==> config.mk <==
export PLATFORM = sky130hd
export DESIGN_NAME = osc_cell
export DESIGN_NICKNAME = d
export VERILOG_FILES = /design/src/hw/rtl/osc_pkg.sv /design/src/hw/rtl/osc_cell.sv
export SDC_FILE = /design/constraint.sdc
export NUM_CORES = 1
export LEC_CHECK = 0
export BUFFER_PORTS_ARGS = -buffer_cell sky130_fd_sc_hd__buf_2
export CAP_MARGIN = 40
export CORE_UTILIZATION = 31
export DETAILED_ROUTE_END_ITERATION = 10
export SYNTH_ARGS = -nofsm -noshare
export SYNTH_HDL_FRONTEND = slang
export SYNTH_SLANG_ARGS = --single-unit
==> constraint.sdc <==
create_clock -name clk -period 3.05 [get_ports clk]
set_input_delay 0.1525 -clock clk [delete_from_list [all_inputs] [get_ports clk]]
set_output_delay 0.1525 -clock clk [all_outputs]
set_load 0.05 [all_outputs]
==> src/hw/rtl/osc_pkg.sv <==
// ----------------------------------------------------------------------------
// osc_pkg: shared types and constants for the obstacle collision checker
// Operation codes, command and response structs, table sizes.
// ----------------------------------------------------------------------------
package osc_pkg;

	localparam int MAX_OBSTACLES = 64;
	localparam int COORD_WIDTH   = 16;

	localparam int FIELD_W   = 16;
	localparam int RAD_W     = 15;
	localparam int SLOT_W    = 6;
	localparam int COUNT_W   = 7;
	localparam int CW        = (COORD_WIDTH < FIELD_W) ? COORD_WIDTH : FIELD_W;
	localparam int IDX_W     = (MAX_OBSTACLES > 1) ? $clog2(MAX_OBSTACLES) : 1;
	localparam int CNT_W     = $clog2(MAX_OBSTACLES + 1);
	localparam int PIPE_DEPTH = 7;
	localparam int DRAIN_W   = $clog2(PIPE_DEPTH + 1);

	typedef enum logic [1:0] {
		OP_CLEAR  = 2'd0,
		OP_APPEND = 2'd1,
		OP_SEG    = 2'd2,
		OP_POINT  = 2'd3
	} op_t;

	typedef enum logic [1:0] {
		ST_IDLE,
		ST_SCAN,
		ST_DRAIN
	} state_t;

	typedef struct packed {
		logic [1:0]               operation;
		logic signed [FIELD_W-1:0] first_x;
		logic signed [FIELD_W-1:0] first_y;
		logic signed [FIELD_W-1:0] second_x;
		logic signed [FIELD_W-1:0] second_y;
		logic [RAD_W-1:0]         obstacle_radius_in;
	} cmd_t;

	typedef struct packed {
		logic               status;
		logic               path_free;
		logic [SLOT_W-1:0]  hit_slot;
		logic [COUNT_W-1:0] stored_count;
	} rsp_t;

	typedef struct packed {
		logic signed [FIELD_W-1:0] cx;
		logic signed [FIELD_W-1:0] cy;
		logic [RAD_W-1:0]          r;
	} obst_t;

	typedef struct packed {
		logic             vld;
		logic [IDX_W-1:0] idx;
	} feed_t;

	typedef struct packed {
		logic             vld;
		logic             hit;
		logic [IDX_W-1:0] idx;
	} geo_res_t;

	// keep the low CW bits and sign-extend back to the field width
	function automatic logic signed [FIELD_W-1:0] coord_of(input logic [FIELD_W-1:0] raw);
		logic [FIELD_W-1:0] v;
		v = raw;
		for (int b = CW; b < FIELD_W; b++) begin
			v[b] = raw[CW-1];
		end
		return $signed(v);
	endfunction

endpackage

==> src/hw/rtl/osc_cell.sv <==
// ----------------------------------------------------------------------------
// osc_cell: one obstacle slot of the rotating table
// Loads an appended obstacle or takes its neighbor's obstacle on a shift.
// ----------------------------------------------------------------------------
module osc_cell (
	input  logic          clk,
	input  logic          load,
	input  logic          shift,
	input  osc_pkg::obst_t load_data,
	input  osc_pkg::obst_t nbr,
	output osc_pkg::obst_t held
);
	import osc_pkg::*;

	obst_t held_q;

	always_ff @(posedge clk) begin
		if (load) begin
			held_q <= load_data;
		end else if (shift) begin
			held_q <= nbr;
		end
	end

	assign held = held_q;

endmodule

Word-level counts from Yosys, hierarchy flattened

Cells that the tools add are included.

Input port bits: 97
Output and inout bits: 47
Flip-flop bits (word level): 47
Word-level logic and storage cells: 6

Mux-type cells: 2
Reduce and logical (&&, ||, !) cells: 1

Operators with widths:

| operator           | count |
|---|---|
| 2-to-1 mux 47 bit  | 2 |
| nonzero test 2 bit | 1 |

Longest topological paths before layout

Gate-level depths: netlist of the first run.

Depth in word-level cells: 2
Gate-level depth with buffers: 3
Gate-level depth less buffers: 1

Worst setup path before layout of the first run

No wires, ideal clock.

Path kind: input -> register
From: input load
To: register held_q (netlist bit held[0]) (enable)
Setup slack: 1.115 ns
Stages: 3
Data required time: 2.643 ns
Arrival time: 1.528 ns
Buffers on the path: 2
Path through: buf_6 -> buf_6 -> or2_1

Cells in the longest elaborated chain, start to end: 1

RTL lines:

| item                         | RTL line       | RTL |
|---|---|---|
| start: declaration           | osc_cell.sv:7  | `input logic load,` |
| nonzero test 2 bit (no line) | --             |  |
| end signal: assignment       | osc_cell.sv:19 | `held_q <= load_data;` |
| end signal: assignment       | osc_cell.sv:21 | `held_q <= nbr;` |
| end: declaration             | osc_cell.sv:15 | `obst_t held_q;` |

No other way between the ends.
A chain may end at the register's enable or synchronous reset.

Final worst setup path of the first run

From: input load
To: register held_q (netlist bit held[7]), data pin

Cells in the longest elaborated chain, start to end: 1

RTL lines:

| item              | RTL line       | RTL |
|---|---|---|
| 2-to-1 mux 47 bit | osc_cell.sv:18 | `if (load) begin` |

No other way between the ends.

==> results of run 1 <==
[final cells by class]
type                       instances  area, µm²  area share
sequential                        47       1411      0.4804
clock buffer                       6      72.57     0.02470
tap                               77      96.34     0.03279
clock inverter                     2      12.51    0.004259
timing repair buffer             146      738.2      0.2513
multi-input combinational         48      606.8      0.2066
[critical path: cells and delay by family]
family,cells,cell delay [ns]
buf+inv,2,0.93
mux,1,0.39
[power groups by stage]
stage,registers (mW),logic (mW),clock network [mW]
floorplan,1.08,0.0869,0
global placement,0.822,0.476,0
detailed placement,0.823,0.481,0
CTS,0.809,0.481,0.380
global route,0.815,0.498,0.405
finish,0.807,0.476,0.366
[layer usage]
| metal | vias up | global-route usage | share of wire |
|---|---|---|---|
| met5 | - | 0 | 0 |
| met4 | 0 | 0.04777 | 0.014 |
| met3 | 7 | 0.06528 | 0.12 |
| met2 | 85 | 0.2429 | 0.51 |
| met1 | 656 | 0.1364 | 0.35 |
| li1 | 686 | - | - |
[worst min-delay path by stage]
stage | start | to | slack [ns] | depth (start not counted)
6_report | nbr[40] | held[40]$_DFFE_PP_ | 0.15 | 2
5_1_grt | nbr[34] | held[34]$_DFFE_PP_ | 0.13 | 2
4_1_cts | nbr[40] | held[40]$_DFFE_PP_ | 0.14 | 2
3_5_place_dp | nbr[40] | held[40]$_DFFE_PP_ | 0.46 | 2
3_3_place_gp | nbr[40] | held[40]$_DFFE_PP_ | 0.45 | 2
2_1_floorplan | load_data[25] | held[25]$_DFFE_PP_ | 0.37 | 1
[placed cells by master, fill, tap and decap left out]
| cell | count |
|---|---|
| or2_2 | 1 |
| clkbuf_1 | 1 |
| mux2_4 | 19 |
| mux2_2 | 28 |
| buf_4 | 3 |
| clkinv_2 | 1 |
| edfxtp_1 | 47 |
| clkinvlp_4 | 1 |
| clkbuf_8 | 5 |
| buf_2 | 143 |
[through the flow]
stage                     hold WS [ns]  worst slack, ns  total power, mW    util
after global routing            0.1332            1.511            1.717  0.4600
final                           0.1502            1.598            1.649  0.4600
after floorplan                 0.3700            1.115            1.168       -
after detailed placement        0.4558            1.238            1.304  0.4467
after CTS                       0.1385            1.564            1.671  0.4600
after global placement          0.4537            1.308            1.299  0.4467
[logic make-up (layout without fill, tap and decap cells)]
group	count (synthesis)	count (layout)	synth area share
multiplexers	47	47	0.2913
buffers and inverters	5	154	0.02124
AND/OR/NAND/NOR	1	1	0.003036
flip-flops	47	47	0.6845
[synthesized netlist by cell type]
cell / count / area, µm²
buf_2: 2 / 10.01
buf_6: 3 / 33.78
edfxtp_1: 47 / 1411
mux2_2: 28 / 315.3
mux2_4: 19 / 285.3
or2_1: 1 / 6.260
==> flow_summary.json, run 1 <==
{
  "finalWeightedCongestion": 0.6939,
  "fin_crit_ns": 1.452,
  "rows": 29,
  "syn_to_final_growth_pct": 42.48,
  "synth.distinct_cells": 6,
  "p_leak_nw": 1.365,
  "ioPinCount": 144,
  "cts_root_buf": "clkbuf_8",
  "wl_per_cell_um": 14.03,
  "overflow": 0,
  "drt_first_iter_violations": 33,
  "grt_pass1_vias": 1522,
  "worstPathRequired_ns": 3.10,
  "ctsResizeCount": 0,
  "ys_seq_elements": 47,
  "tightest_slew_ns": 0.5784,
  "n_antenna_cell": 0,
  "crit_chain": "buf_2 -> buf_4 -> mux2_2",
  "crit_fanout": 29,
  "die_w_um": 83.56,
  "rsz0062_at_grt": "false",
  "slew_violations": 0,
  "seq_area_frac_synth": 0.6845,
  "placed_cell_area_um2": 2853,
  "layout-drive-gt1-share": 0.8072,
  "layout.nets": 345,
  "final_cells": 326,
  "antenna_found_initial": 0,
  "syn_area_um2": 2062,
  "ant_nets": 0,
  "drc_errors": 0,
  "p_sw_frac": 0.3336,
  "start_util": 0.3229,
  "drt-total-wl_um": 4574,
  "p_int_mw": 1.099,
  "crit_start": "load",
  "cp-start-kind": "input port",
  "h-tree-depth": 2,
  "max_freq_mhz": 688.6,
  "final_area_um2": 2938,
  "worstSetupPathType": "input port to register",
  "comb_power_share": 0.288,
  "dieArea_um2": 6981,
  "finalSetupViolCount": 0,
  "avgSynthCellArea_um2": 20.62,
  "p_sw_mw": 0.5501,
  "cts_buffer_depth": 2,
  "power_frac_seq": 0.490,
  "min_period_over_period": 0.4761,
  "arrival_ns": 1.50,
  "syn_nets": 197,
  "drt-vias-per-instance": 4.399,
  "cts_setup_buffers": 0,
  "cts_tree": "yes",
  "power_density_nw_per_um2": 561.2,
  "drtPass1Iterations": 4,
  "grt_max_degree": 30,
  "final.fill_count": 608,
  "cp_slowest_cell": "buf_4",
  "dpl.hpwl_um": 3611,
  "cts_sinks": 47,
  "portBuffers": 143,
  "critPathMaxStageDelay_ns": 0.47,
  "min_path_type": "input port to register",
  "ys_warn_count": 0,
  "core_um2": 6386,
  "cp-end-kind": "register",
  "dp.cells": 318,
  "p_clk_frac": 0.222,
  "grt_pass1_wl_um": 7196,
  "cts_hold_buf": 0,
  "finalHoldViolCount": 0,
  "vias": 1434,
  "cts_buffers": 5,
  "outcome": "complete, no violations",
  "peakVddDrop_mv": 0.2468,
  "slew_headroom": 0.6144,
  "largest_reg_flops": 47,
  "syn_inst": 100,
  "path_clk_slew_ns": 0.09,
  "crit_end": "held[7]$_DFFE_PP_",
  "die_y_um": 83.56,
  "grtUsageTotal": 0.1354,
  "setup_tns_ns": 0,
  "drv_cap": 0
}
No activity file was read; power rests on OpenSTA's default activity.
==> inputs of run 2 (changes only) <==
==> constraint.sdc (replaced) <==
create_clock -name clk -period 1.4 [get_ports clk]
set_input_delay 0.07 -clock clk [delete_from_list [all_inputs] [get_ports clk]]
set_output_delay 0.07 -clock clk [all_outputs]
set_load 0.05 [all_outputs]
==> run 2 against run 1 <==
Against the previous run:
- combinational power up 120%
- cell count grew 0.31%
- utilization up 0.71 points
- setup slack lost 1.2 ns
- hold slack worse by 0.082 ns
- via count fell by 1.2%
==> flow_summary.json, run 2 (synthesis gave the netlist of run 1 again) <==
{
  "max_freq_mhz": 1011,
  "antenna_found_initial": 0,
  "drv_cap": 0,
  "drt_first_iter_violations": 46,
  "multi_input_area_um2": 606.8,
  "cp_slowest_cell": "edfxtp_1",
  "crit_fanout": 1,
  "cts_tree": "yes",
  "tightest_slew_ns": 0.2725,
  "final.fill_count": 586,
  "grt_pass1_vias": 1489,
  "min_path_type": "input port to register",
  "wl_per_cell_um": 13.71,
  "finalHoldViolCount": 0,
  "min_period_over_period": 0.7066,
  "crit_buf_inv": 1,
  "die_y_um": 83.56,
  "critPathMaxStageDelay_ns": 0.40,
  "dpl.hpwl_um": 3520,
  "ff_latch_area_um2": 1411,
  "cts_setup_buffers": 0,
  "grt_pass1_wl_um": 6879,
  "cts_buffers": 5,
  "layout-drive-gt1-share": 0.8040,
  "fin_crit_ns": 0.9893,
  "cts_root_buf": "clkbuf_8",
  "overflow": 0,
  "worstPathRequired_ns": 1.33,
  "p_leak_nw": 1.386,
  "drt-vias-per-instance": 4.333,
  "cp-end-kind": "output pin",
  "crit_chain": "buf_2",
  "outcome": "complete, no violations",
  "layout.nets": 346,
  "cts_buffer_depth": 2,
  "drc_errors": 0,
  "finalSetupViolCount": 0,
  "setup_tns_ns": 0,
  "n_antenna_cell": 0,
  "layout_common_cells": "buf_2, edfxtp_1, mux2_2, mux2_4, clkbuf_8",
  "h-tree-depth": 2,
  "cts_hold_buf": 0,
  "peakVddDrop_mv": 0.6084,
  "syn_to_final_growth_pct": 44.66,
  "worstSetupPathType": "register to output pin",
  "rsz0062_at_grt": "false",
  "portBuffers": 143,
  "cpLargestDelayFamily": "flip-flops",
  "final_common_cell": "buf_2",
  "dieArea_um2": 6981,
  "slew_violations": 0,
  "cts_sinks": 47,
  "grt_max_degree": 31,
  "slew_headroom": 0.8196,
  "ant_nets": 0,
  "core_um2": 6386,
  "path_clk_slew_ns": 0.09,
  "drt-total-wl_um": 4482,
  "grtUsageTotal": 0.1288,
  "die_w_um": 83.56,
  "power_mw": 3.604,
  "ioPinCount": 144,
  "ctsResizeCount": 0,
  "arrival_ns": 0.92,
  "cp-start-kind": "register",
  "rows": 29,
  "power_density_nw_per_um2": 1208,
  "finalWeightedCongestion": 0.6842,
  "drtPass1Iterations": 3,
  "start_util": 0.3229,
  "largest_reg_flops": 47,
  "vias": 1417
}
-- run 2: area by class of cell --
type                            instances  share of cell area
Sequential cell                        47              0.4732
Timing Repair Buffer                  147              0.2626
Multi-Input combinational cell         48              0.2034
Tap cell                               77             0.03230
Clock buffer                            6             0.02433
Clock inverter                          2            0.004195
-- run 2: worst paths after layout --
| check | startpoint | to | slack [ns] | depth (start not counted) |
|---|---|---|---|---|
| max | held[2]$_DFFE_PP_ | held[2] | 0.41 | 1 |
| min | load_data[32] | held[32]$_DFFE_PP_ | 0.07 | 2 |
-- run 2: stage by stage --
stage	instances	utilization	worst slack (ns)	hold WS [ns]	area [µm²]
after floorplan	100	-	0.007531	0.2875	2062
after global placement	319	0.4538	0.2747	0.3724	2898
after detailed placement	319	0.4538	0.2516	0.3729	2898
after CTS	327	0.4671	0.4003	0.05485	2983
after global routing	327	0.4671	0.3774	0.04712	2983
final	327	0.4671	0.4107	0.06832	2983
-- run 2: where the power goes --
| group | total (mW) | leakage (nW) | internal, mW | switching (mW) |
|---|---|---|---|---|
| registers | 1.76 | 0.479 | 1.72 | 0.0351 |
| clock network | 0.788 | 0.0428 | 0.350 | 0.438 |
| logic | 1.06 | 0.864 | 0.332 | 0.723 |
-- run 2: routing by layer --
| layer | routed length, µm | global-route usage |
|---|---|---|
| met4 | 116 | 0.06471 |
| met5 | 0 | 0 |
| met2 | 2253 | 0.2213 |
| met1 | 1645 | 0.1331 |
| met3 | 465 | 0.05737 |
